### src/rtl/icg_pkg.sv
// Shared types and constants for the inversive congruential generator.
package icg_pkg;

    localparam int VAL_W = 31;
    localparam int CNT_W = $clog2(VAL_W);
    localparam int IDX_W = 2;

    typedef logic [VAL_W-1:0] val_t;
    typedef logic [CNT_W-1:0] cnt_t;

    localparam cnt_t BIT_TOP = CNT_W'(VAL_W - 1);

    typedef enum logic [IDX_W-1:0] {
        CFG_MODULUS    = 2'd0,
        CFG_MULTIPLIER = 2'd1,
        CFG_INCREMENT  = 2'd2,
        CFG_SEED       = 2'd3
    } cfg_idx_t;

    localparam val_t MODULUS_RST    = 31'h7FFF_FFFF;
    localparam val_t MULTIPLIER_RST = 31'd1;
    localparam val_t INCREMENT_RST  = 31'd0;
    localparam val_t SEED_RST       = 31'd1;

    typedef struct packed {
        val_t modulus;
        val_t multiplier;
        val_t increment;
        val_t seed;
    } icg_cfg_t;

    typedef enum logic {
        ALU_ADD = 1'b0,
        ALU_SUB = 1'b1
    } alu_op_t;

    typedef struct packed {
        alu_op_t op;
        logic    cin;
    } alu_ctl_t;

endpackage

### src/rtl/icg_alu.sv
// Shared modular add/subtract unit: one add and one conditional correction.
module icg_alu
    import icg_pkg::*;
(
    input  alu_ctl_t ctl,
    input  val_t     x,
    input  val_t     y,
    input  val_t     d,
    output val_t     res,
    output logic     ge
);

    logic [VAL_W+1:0] sum;
    logic [VAL_W+1:0] sum_red;
    logic [VAL_W:0]   diff;
    logic [VAL_W:0]   diff_fix;
    logic             borrow;

    // add: x + y + cin, minus d when not below d (sum < 2d assumed)
    // sub: x - y, plus d when negative
    always_comb
    begin
        sum      = {2'b00, x} + {2'b00, y} + {{(VAL_W+1){1'b0}}, ctl.cin};
        ge       = (sum >= {2'b00, d});
        sum_red  = ge ? (sum - {2'b00, d}) : sum;
        diff     = {1'b0, x} - {1'b0, y};
        borrow   = diff[VAL_W];
        diff_fix = borrow ? (diff + {1'b0, d}) : diff;
        case (ctl.op)
            ALU_ADD: res = sum_red[VAL_W-1:0];
            ALU_SUB: res = diff_fix[VAL_W-1:0];
            default: res = sum_red[VAL_W-1:0];
        endcase
    end

endmodule

### src/rtl/icg_engine.sv
// Sequencer and datapath: reduction, extended Euclid, modular multiply and increment.
module icg_engine
    import icg_pkg::*;
(
    input  logic     clk,
    input  logic     rst_n,
    input  icg_cfg_t cfg,
    input  logic     req_valid,
    output logic     req_ready,
    input  logic     restart,
    output logic     rsp_valid,
    input  logic     rsp_ready,
    output val_t     value,
    output logic     error
);

    typedef enum logic [11:0] {
        ST_IDLE  = 12'b0000_0000_0001,
        ST_RED   = 12'b0000_0000_0010,
        ST_EUC   = 12'b0000_0000_0100,
        ST_DIV_A = 12'b0000_0000_1000,
        ST_DIV_B = 12'b0000_0001_0000,
        ST_DIV_C = 12'b0000_0010_0000,
        ST_DIV_T = 12'b0000_0100_0000,
        ST_MUL_A = 12'b0000_1000_0000,
        ST_MUL_B = 12'b0001_0000_0000,
        ST_INC   = 12'b0010_0000_0000,
        ST_FIN   = 12'b0100_0000_0000,
        ST_OUT   = 12'b1000_0000_0000
    } state_t;

    state_t   state_reg, state_next;
    cnt_t     cnt_reg, cnt_next;
    val_t     cur_reg, cur_next;
    logic     seed_pending_reg, seed_pending_next;
    logic     halted_reg, halted_next;
    val_t     r0_reg, r0_next;
    val_t     r1_reg, r1_next;
    val_t     t0_reg, t0_next;
    val_t     t1_reg, t1_next;
    val_t     rem_reg, rem_next;
    val_t     acc_reg, acc_next;
    logic     q_reg, q_next;
    val_t     value_reg, value_next;
    logic     error_reg, error_next;

    alu_ctl_t alu_ctl;
    val_t     alu_x;
    val_t     alu_y;
    val_t     alu_d;
    val_t     alu_res;
    logic     alu_ge;

    icg_alu u_alu (
        .ctl (alu_ctl),
        .x   (alu_x),
        .y   (alu_y),
        .d   (alu_d),
        .res (alu_res),
        .ge  (alu_ge)
    );

    assign req_ready = (state_reg == ST_IDLE);
    assign rsp_valid = (state_reg == ST_OUT);
    assign value     = value_reg;
    assign error     = error_reg;

    always_comb
    begin
        state_next        = state_reg;
        cnt_next          = cnt_reg;
        cur_next          = cur_reg;
        seed_pending_next = seed_pending_reg;
        halted_next       = halted_reg;
        r0_next           = r0_reg;
        r1_next           = r1_reg;
        t0_next           = t0_reg;
        t1_next           = t1_reg;
        rem_next          = rem_reg;
        acc_next          = acc_reg;
        q_next            = q_reg;
        value_next        = value_reg;
        error_next        = error_reg;
        alu_ctl.op        = ALU_ADD;
        alu_ctl.cin       = 1'b0;
        alu_x             = rem_reg;
        alu_y             = rem_reg;
        alu_d             = cfg.modulus;

        case (state_reg)
            ST_IDLE:
            begin
                if (req_valid)
                begin
                    if (restart || (seed_pending_reg && !halted_reg))
                    begin
                        halted_next       = 1'b0;
                        seed_pending_next = 1'b0;
                        cur_next          = cfg.seed;
                        value_next        = cfg.seed;
                        error_next        = 1'b0;
                        state_next        = ST_OUT;
                    end
                    else if (halted_reg)
                    begin
                        value_next = '0;
                        error_next = 1'b1;
                        state_next = ST_OUT;
                    end
                    else if (cfg.modulus < VAL_W'(2))
                    begin
                        halted_next = 1'b1;
                        value_next  = '0;
                        error_next  = 1'b1;
                        state_next  = ST_OUT;
                    end
                    else
                    begin
                        rem_next   = '0;
                        cnt_next   = BIT_TOP;
                        state_next = ST_RED;
                    end
                end
            end

            // previous value mod modulus, one bit per cycle
            ST_RED:
            begin
                alu_ctl.cin = cur_reg[cnt_reg];
                rem_next    = alu_res;
                if (cnt_reg == '0)
                begin
                    r0_next    = cfg.modulus;
                    r1_next    = alu_res;
                    t0_next    = '0;
                    t1_next    = VAL_W'(1);
                    state_next = ST_EUC;
                end
                else
                begin
                    cnt_next = cnt_reg - cnt_t'(1);
                end
            end

            ST_EUC:
            begin
                if (r1_reg == '0)
                begin
                    if (r0_reg == VAL_W'(1))
                    begin
                        acc_next   = '0;
                        cnt_next   = BIT_TOP;
                        state_next = ST_MUL_A;
                    end
                    else
                    begin
                        halted_next = 1'b1;
                        value_next  = '0;
                        error_next  = 1'b1;
                        state_next  = ST_OUT;
                    end
                end
                else
                begin
                    rem_next   = '0;
                    acc_next   = '0;
                    cnt_next   = BIT_TOP;
                    state_next = ST_DIV_A;
                end
            end

            // quotient bit of r0 / r1
            ST_DIV_A:
            begin
                alu_ctl.cin = r0_reg[cnt_reg];
                alu_d       = r1_reg;
                rem_next    = alu_res;
                q_next      = alu_ge;
                if (acc_reg != '0)
                begin
                    state_next = ST_DIV_B;
                end
                else if (alu_ge)
                begin
                    state_next = ST_DIV_C;
                end
                else if (cnt_reg == '0)
                begin
                    state_next = ST_DIV_T;
                end
                else
                begin
                    cnt_next   = cnt_reg - cnt_t'(1);
                    state_next = ST_DIV_A;
                end
            end

            // q * t1 mod modulus, Horner form: double
            ST_DIV_B:
            begin
                alu_x    = acc_reg;
                alu_y    = acc_reg;
                acc_next = alu_res;
                if (q_reg)
                begin
                    state_next = ST_DIV_C;
                end
                else if (cnt_reg == '0)
                begin
                    state_next = ST_DIV_T;
                end
                else
                begin
                    cnt_next   = cnt_reg - cnt_t'(1);
                    state_next = ST_DIV_A;
                end
            end

            // add t1
            ST_DIV_C:
            begin
                alu_x    = acc_reg;
                alu_y    = t1_reg;
                acc_next = alu_res;
                if (cnt_reg == '0)
                begin
                    state_next = ST_DIV_T;
                end
                else
                begin
                    cnt_next   = cnt_reg - cnt_t'(1);
                    state_next = ST_DIV_A;
                end
            end

            ST_DIV_T:
            begin
                alu_ctl.op = ALU_SUB;
                alu_x      = t0_reg;
                alu_y      = acc_reg;
                t1_next    = alu_res;
                t0_next    = t1_reg;
                r0_next    = r1_reg;
                r1_next    = rem_reg;
                state_next = ST_EUC;
            end

            // inverse * multiplier mod modulus, multiplier bits MSB first
            ST_MUL_A:
            begin
                alu_x    = acc_reg;
                alu_y    = acc_reg;
                acc_next = alu_res;
                if (cfg.multiplier[cnt_reg])
                begin
                    state_next = ST_MUL_B;
                end
                else if (cnt_reg == '0)
                begin
                    rem_next   = '0;
                    cnt_next   = BIT_TOP;
                    state_next = ST_INC;
                end
                else
                begin
                    cnt_next   = cnt_reg - cnt_t'(1);
                    state_next = ST_MUL_A;
                end
            end

            ST_MUL_B:
            begin
                alu_x    = acc_reg;
                alu_y    = t0_reg;
                acc_next = alu_res;
                if (cnt_reg == '0)
                begin
                    rem_next   = '0;
                    cnt_next   = BIT_TOP;
                    state_next = ST_INC;
                end
                else
                begin
                    cnt_next   = cnt_reg - cnt_t'(1);
                    state_next = ST_MUL_A;
                end
            end

            // increment mod modulus
            ST_INC:
            begin
                alu_ctl.cin = cfg.increment[cnt_reg];
                rem_next    = alu_res;
                if (cnt_reg == '0)
                begin
                    state_next = ST_FIN;
                end
                else
                begin
                    cnt_next = cnt_reg - cnt_t'(1);
                end
            end

            ST_FIN:
            begin
                alu_x      = acc_reg;
                alu_y      = rem_reg;
                cur_next   = alu_res;
                value_next = alu_res;
                error_next = 1'b0;
                state_next = ST_OUT;
            end

            ST_OUT:
            begin
                if (rsp_ready)
                begin
                    state_next = ST_IDLE;
                end
            end

            default:
            begin
                state_next = ST_IDLE;
            end
        endcase
    end

    always_ff @(posedge clk or negedge rst_n)
    begin
        if (!rst_n)
        begin
            state_reg        <= ST_IDLE;
            cnt_reg          <= '0;
            cur_reg          <= '0;
            seed_pending_reg <= 1'b1;
            halted_reg       <= 1'b0;
        end
        else
        begin
            state_reg        <= state_next;
            cnt_reg          <= cnt_next;
            cur_reg          <= cur_next;
            seed_pending_reg <= seed_pending_next;
            halted_reg       <= halted_next;
        end
    end

    always_ff @(posedge clk)
    begin
        r0_reg    <= r0_next;
        r1_reg    <= r1_next;
        t0_reg    <= t0_next;
        t1_reg    <= t1_next;
        rem_reg   <= rem_next;
        acc_reg   <= acc_next;
        q_reg     <= q_next;
        value_reg <= value_next;
        error_reg <= error_next;
    end

endmodule

### src/rtl/inversive_congruential_generator_core.sv
// Top level of the inversive congruential generator: configuration registers and engine.
//
// Request channel (req_valid/req_ready, restart): each transfer asks for one value.
// restart=1, or the first request after reset, returns the seed register as is.
// Otherwise the block returns (multiplier * inverse(previous) + increment) mod modulus.
// Response channel (rsp_valid/rsp_ready, value, error): one transfer per request.
// When no inverse exists, error=1 and value=0, and the block stays halted
// (every request answers error) until a request with restart=1.
// Seed or halted answers are valid in the cycle after the request transfer.
// A full value takes a bit-serial reduction of the previous value, then Euclid
// steps, each a bit-serial division (one quotient bit at a time on the shared
// modular adder), at most about 45 steps, then a bit-serial modular multiply,
// the bit-serial increment, a final addition and the output state.
// One request is in flight at a time; req_ready is high only when idle.
// The response is held in an output register until rsp_ready; a stalled
// receiver keeps the block busy and req_ready low.
// Configuration (cfg_valid/cfg_ready, cfg_index, cfg_data) is always ready;
// the user must write it only while idle, which the block does not enforce.
// Reset restores register defaults and makes the next request return the seed.
module inversive_congruential_generator_core
    import icg_pkg::*;
(
    input  logic             clk,
    input  logic             rst_n,
    input  logic             cfg_valid,
    output logic             cfg_ready,
    input  logic [IDX_W-1:0] cfg_index,
    input  val_t             cfg_data,
    input  logic             req_valid,
    output logic             req_ready,
    input  logic             restart,
    output logic             rsp_valid,
    input  logic             rsp_ready,
    output val_t             value,
    output logic             error
);

    icg_cfg_t cfg_reg;

    assign cfg_ready = 1'b1;

    always_ff @(posedge clk or negedge rst_n)
    begin
        if (!rst_n)
        begin
            cfg_reg.modulus    <= MODULUS_RST;
            cfg_reg.multiplier <= MULTIPLIER_RST;
            cfg_reg.increment  <= INCREMENT_RST;
            cfg_reg.seed       <= SEED_RST;
        end
        else if (cfg_valid && cfg_ready)
        begin
            case (cfg_idx_t'(cfg_index))
                CFG_MODULUS:    cfg_reg.modulus    <= cfg_data;
                CFG_MULTIPLIER: cfg_reg.multiplier <= cfg_data;
                CFG_INCREMENT:  cfg_reg.increment  <= cfg_data;
                CFG_SEED:       cfg_reg.seed       <= cfg_data;
                default:        cfg_reg            <= cfg_reg;
            endcase
        end
    end

    icg_engine u_engine (
        .clk       (clk),
        .rst_n     (rst_n),
        .cfg       (cfg_reg),
        .req_valid (req_valid),
        .req_ready (req_ready),
        .restart   (restart),
        .rsp_valid (rsp_valid),
        .rsp_ready (rsp_ready),
        .value     (value),
        .error     (error)
    );

endmodule
### config.mk
export PLATFORM = sky130hd
export DESIGN_NAME = inversive_congruential_generator_core
export DESIGN_NICKNAME = d
export VERILOG_FILES = /design/src/rtl/icg_pkg.sv /design/src/rtl/icg_alu.sv /design/src/rtl/icg_engine.sv /design/src/rtl/inversive_congruential_generator_core.sv
export SDC_FILE = /design/constraint.sdc
export NUM_CORES = 1
export LEC_CHECK = 0
export BUFFER_PORTS_ARGS = -buffer_cell sky130_fd_sc_hd__buf_2
export CORE_MARGIN = 2
export CORE_UTILIZATION = 45
export DETAILED_ROUTE_END_ITERATION = 10
export MAX_ROUTING_LAYER = met4
export PLACE_DENSITY = 0.59
export REMOVE_ABC_BUFFERS = 1
export SETUP_SLACK_MARGIN = 0.3
export SLEW_MARGIN = 30
export SYNTH_ARGS = -nofsm -noshare
export SYNTH_HDL_FRONTEND = slang
export SYNTH_SLANG_ARGS = --single-unit
### constraint.sdc
create_clock -name clk -period 22.8 [get_ports clk]
set_input_delay 2.28 -clock clk [delete_from_list [all_inputs] [get_ports clk]]
set_output_delay 2.28 -clock clk [all_outputs]
set_load 0.05 [all_outputs]
== After elaboration in Yosys (flattened, before gate mapping) ==
Cells that the tools add are included.
Word-level totals
  flip-flop bits (word level): 393
  input bits: 39
  output and inout bits: 35
  word-level logic and storage cells: 179
Cells by class
  add/sub/neg operators: 6
  reduce and logical (&&, ||, !) cells: 32
  equality and inequality tests: 33
  bitwise operators: 1
  $lt $le $gt $ge: 3
  muxes and demuxes: 86
Operators with widths (count)
  $mux 31: 24
  $pmux 31 s2: 8
  $pmux 31 s3: 2
  $mux 12: 13
  $pmux 31 s5: 1
  $pmux 12 s12: 1
  $mux 5: 12
  $pmux 5 s7: 1
  $add 32x1->33: 1
  $ge 33x31->1: 1
  $add 31x31->32: 1
  $sub 31x31->32: 1
  $add 31x31->31: 1
  $eq 31x1->1 const B: 1
  $logic_not 31->1: 1
  $lt 31x2->1 const B: 1
  $reduce_bool 31->1: 1
  $sub 31x31->31: 1
  $bmux 1 s5: 4
  $ne 2x2->1 const B: 10
  $mux 1: 15
  $eq 12x1->1 const B: 1
  $eq 12x10->1 const B: 1
  $eq 12x11->1 const B: 1
  39 further kinds: 57

== Depth between registers and ports, before layout ==
  depth after elaboration: 10
  mapped depth: 34
  mapped depth without buffers: 30

== Modules after synthesis ==
From an unflattened synthesis, not the netlist that was laid out.
Second synthesis, totals
  cell total of the unflattened synthesis: 2530
  area, all modules: 26365.3 µm²
By module, submodules not included
  icg_engine: sequential area each 7830.0 µm², cells each 1180, area each 14237.4 µm², times used 1
  icg_alu: sequential area each 0.0 µm², cells each 1084, area each 7475.9 µm², times used 1
  inversive_congruential_generator_core: sequential area each 3144.3 µm², cells each 266, area each 4652.0 µm², times used 1

== Worst setup path after synthesis ==
Ideal clock, no wire load.
  path type: reg-to-reg
  from: register u_engine.cnt_reg[0]
  to: register u_engine.r0_reg[0] (enable)
  library setup time: 0.779 ns
  cell stages (with the launch flop): 8
  arrival time: 10.139 ns
  period minus slack after synthesis: 10.918 ns
  slack: 11.882 ns
  required time: 22.021 ns
  path buffers: 3
  path through: dfrtp_1 buf_4 buf_2 clkbuf_1 inv_1 ha_1 nand3b_1 o21ai_0
On the way
  cells in the longest elaborated chain, start to end: 3
RTL lines
  from (decl): RTL line icg_engine.sv:33  | cnt_t cnt_reg, cnt_next;
  from (signal assigned): RTL line icg_engine.sv:342  | cnt_reg <= cnt_next;
  $logic_not 5->1: RTL line icg_engine.sv:131  | if (cnt_reg == '0)
  $ne 2x1->1 (no source line)
  $reduce_and 2->1 (no source line)
  to (signal assigned): RTL line icg_engine.sv:351  | r0_reg <= r0_next;
  to (decl): RTL line icg_engine.sv:37  | val_t r0_reg, r0_next;
No other way between the ends.
A chain may end at the register's enable or synchronous reset.

== Final worst setup path ==
  from: register u_engine.state_reg[8]
  to: register u_engine.rem_reg[0], data pin
On the way
  cells in the longest elaborated chain, start to end: 9
  elaborated cells between the ends (all ways): 30
  classes of those cells: add/sub: 5; order compare: 1; eq/ne: 11; mux: 9; bitwise: 1; reduce/logical: 3
RTL lines
  from (decl): RTL line icg_engine.sv:32  | state_t state_reg, state_next;
  from (signal assigned): RTL line icg_engine.sv:341  | state_reg <= state_next;
  $eq 12x11->1, or another cell as far along: RTL line icg_engine.sv:90  | case (state_reg)
  $reduce_or 5->1 (no source line) or $reduce_or 3->1 (tied branches)
  $pmux 31 s2 or $pmux 31 s3 (tied branches): RTL line icg_engine.sv:90
  $add 31x31->32: RTL line icg_alu.sv:23  | sum = {2'b00, x} + {2'b00, y} + {{(VAL_W+1){1'b0}}, ctl.cin};
  $add 32x1->33: RTL line icg_alu.sv:23
  $sub 31x31->31 or $ge 33x31->1 (tied branches): RTL line icg_alu.sv:25, icg_alu.sv:24
  $mux 31: RTL line icg_alu.sv:25  | sum_red = ge ? (sum - {2'b00, d}) : sum;
  $pmux 31 s2: RTL line icg_alu.sv:29  | case (ctl.op)
  $pmux 31 s5 (*): RTL line icg_engine.sv:90
  to (signal assigned): RTL line icg_engine.sv:355  | rem_reg <= rem_next;
  to (decl): RTL line icg_engine.sv:41  | val_t rem_reg, rem_next;
Every way passes the cells marked *; elsewhere a longest branch is shown, timed or not.

==> results.toml <==
[global_route]
grt_max_degree = 144
grt_use_total_pct = 31.4
grt_pass1_vias = 21100
grt_pass1_wl_um = 139000
antenna_found_initial = 0
gr-total-overflow = 0

[clocking]
cts_tree = "built"
post_cts_resized = 0
cts_buffers = 44
holdBufCountCts = 0
cts_sinks = 393
clock_latency_ns = 0.61
cts.clk_slew.worst_paths_ns = 0.06
clockBufferDepth = 3
cts_root_buf = "clkbuf_16"
h-tree-depth = 2
cts_setup_buffers = 0

[placement]
placed_area_sq_um = 27700
place.gp.congestion = 0.967
place_ws_ns = 13.18
hpwlAfterDp_um = 69900
portBuffers = 72

[die]
die_w_um = 248
ios = 74
dieHeight_um = 248
core_area_sq_um = 58900
placementRows = 89
start_util_pct = 45.4
die-area_sq_um = 61400

[route]
firstDrtPassIters = 6
wirelength_um = 94400
drt-met1-wl_um = 43000
first_iter_violations = 2872
wl_met3_um = 7470
detail-route-antenna-nets = 0
drc_errors = 0
maxUsedRoutingLayer = "met4"
post_drt_wl_per_cell_um = 26.9
vias = 22300
dr_wl_met2_um = 41000
drt-vias-per-instance = 6.34

[synth]
synth_seq_area_share_pct = 41.1
yosysUniqueCellTypes = 107
ys_ff_latch = 393
yosysWarnings = 0
avgSynthCellArea_sq_um = 9.87
syn_area_sq_um = 26700
synthFlopType = "edfxtp_1"
synth_edf_count = 219
syn-instance-count = 2709
synth-async-reset-ratio_pct = 44.3

[run]
drv_cap = 0

[run_status]
status = "finished, final reports clean"

[critical_path]
crit_path_start_kind = "register"
cp.arrival_ns = 10.01
critPathMaxFanout = 62
startpoint = "u_engine.state_reg[8]"
r2r-start = "u_engine.state_reg[8]"
endpoint = "u_engine.rem_reg[0]"
crit_path_max_incr_delay_ns = 0.73
worstRegToRegCells = 31
cp.required_ns = 23.11
crit_slowest_cell = "o21ai_0"
crit_path_end_kind = "register"
crit_top_cell = "buf_4"
crit_type = "register to register"
r2r-end = "u_engine.rem_reg[0]"
r2r_slack_ns = 13.10

[timing]
period_needed_ns = 9.70
report.final.slew_viol_count = 0
hold_viol = 0
finClkSkew_ns = 0.0286
worst_pin_slew_ns = 0.879
worst_slack_ns = 13.10
tns_ns = 0
slew-limit-headroom_pct = 40.8
max_freq_mhz = 103
post-route-period-util_pct = 42.6
finalSetupViolCount = 0
rsz0062_at_grt = "false"

[cells_and_area]
utilization_pct = 49.5
final_area_sq_um = 29200
final_net_count = 2873
seq_area_sq_um = 11000
largest_reg_flops = 124
multi_input_area_sq_um = 14700
fillers = 5375
diodes = 0
synthToLayoutAreaGrowth_pct = 9.06
drive_gt1_share_pct = 18.0

[worst_hold_path]
hold_class = "register to register"
cells by family (layout without fill, tap and decap cells):
logic type	Yosys count	in the layout	synth area share [%]
simple gates	882	882	15.8
compound gates	699	699	18.4
mux	231	231	11.2
other cells	1	1	0.0140
flops	393	393	41.1
fa+ha+maj	129	129	6.18
buf+inv	281	313	4.23
xor+xnor	93	93	3.05
synth_stat cells (all sizes together) (41+ instances only):
cell / instances / area [sq um]
o21ai: 120 / 601
edfxtp: 219 / 6580
nor4: 41 / 278
o21a: 49 / 368
buf: 59 / 295
nand2: 348 / 1310
a211oi: 61 / 523
mux2: 172 / 1940
and2: 54 / 339
xnor2: 73 / 639
inv: 125 / 469
nor3: 51 / 282
dfrtp: 139 / 3480
ha: 124 / 1550
clkbuf: 97 / 365
nor2: 181 / 689
a21oi: 190 / 973
placed cells by master, fill, tap and decap left out, types with 49 or more instances in the layout:
cell and count:
a21oi_1 186, and2_1 53, buf_2 71, dfrtp_1 138, edfxtp_1 219, ha_1 124
inv_1 120, mux2_2 171, nand2_1 346, nor2_1 177, o21a_1 49, o21ai_0 103
xnor2_1 73
per-layer routing:
| layer | vias up | track usage, % |
|---|---|---|
| li1 | 10000 | - |
| met1 | 11000 | 45.6 |
| met2 | 1073 | 46.3 |
| met3 | 150 | 3.59 |
| met4 | 0 | 9.03 |
| met5 | - | - |
final cells by class:
type,instances,share of cell area [%]
multi-input cells,2035,50.4
clock inverters,27,0.704
inverters,125,1.61
well taps,773,3.32
repair buffers,106,2.24
clock buffers,55,4.10
flip-flops and latches,393,37.7
metrics by stage:
stage | instances | hold slack, ns
after CTS | 3514 | 0.502
after global placement | 3431 | 0.481
after floorplan | 2553 | 0.473
final | 3514 | 0.503
after detailed placement | 3432 | 0.489
after global routing | 3514 | 0.512
how the worst min path moves through the flow:
stage / start / slack, ns / end / depth (start not counted)
6_report: cfg_reg[88] / 0.50 / cfg_reg[88] / 1
5_1_grt: cfg_reg[60] / 0.51 / cfg_reg[60] / 1
4_1_cts: u_engine.seed_pending_reg / 0.50 / u_engine.seed_pending_reg / 1
3_5_place_dp: cfg_reg[88] / 0.49 / cfg_reg[88] / 1
3_3_place_gp: cfg_reg[88] / 0.48 / cfg_reg[88] / 1
2_1_floorplan: u_engine.seed_pending_reg / 0.47 / u_engine.seed_pending_reg / 1
critical path: cells and delay by family (launching register included):
kind	cells	cell delay (ns)
flops	1	0.45
buf+inv	6	1.98
fa+ha+maj	3	1.09
simple gates	11	2.12
compound gates	11	3.74
Power is left out: the tool's default activity adds up to more than one toggle a clock period on the data nets, which glitch-free logic cannot reach.
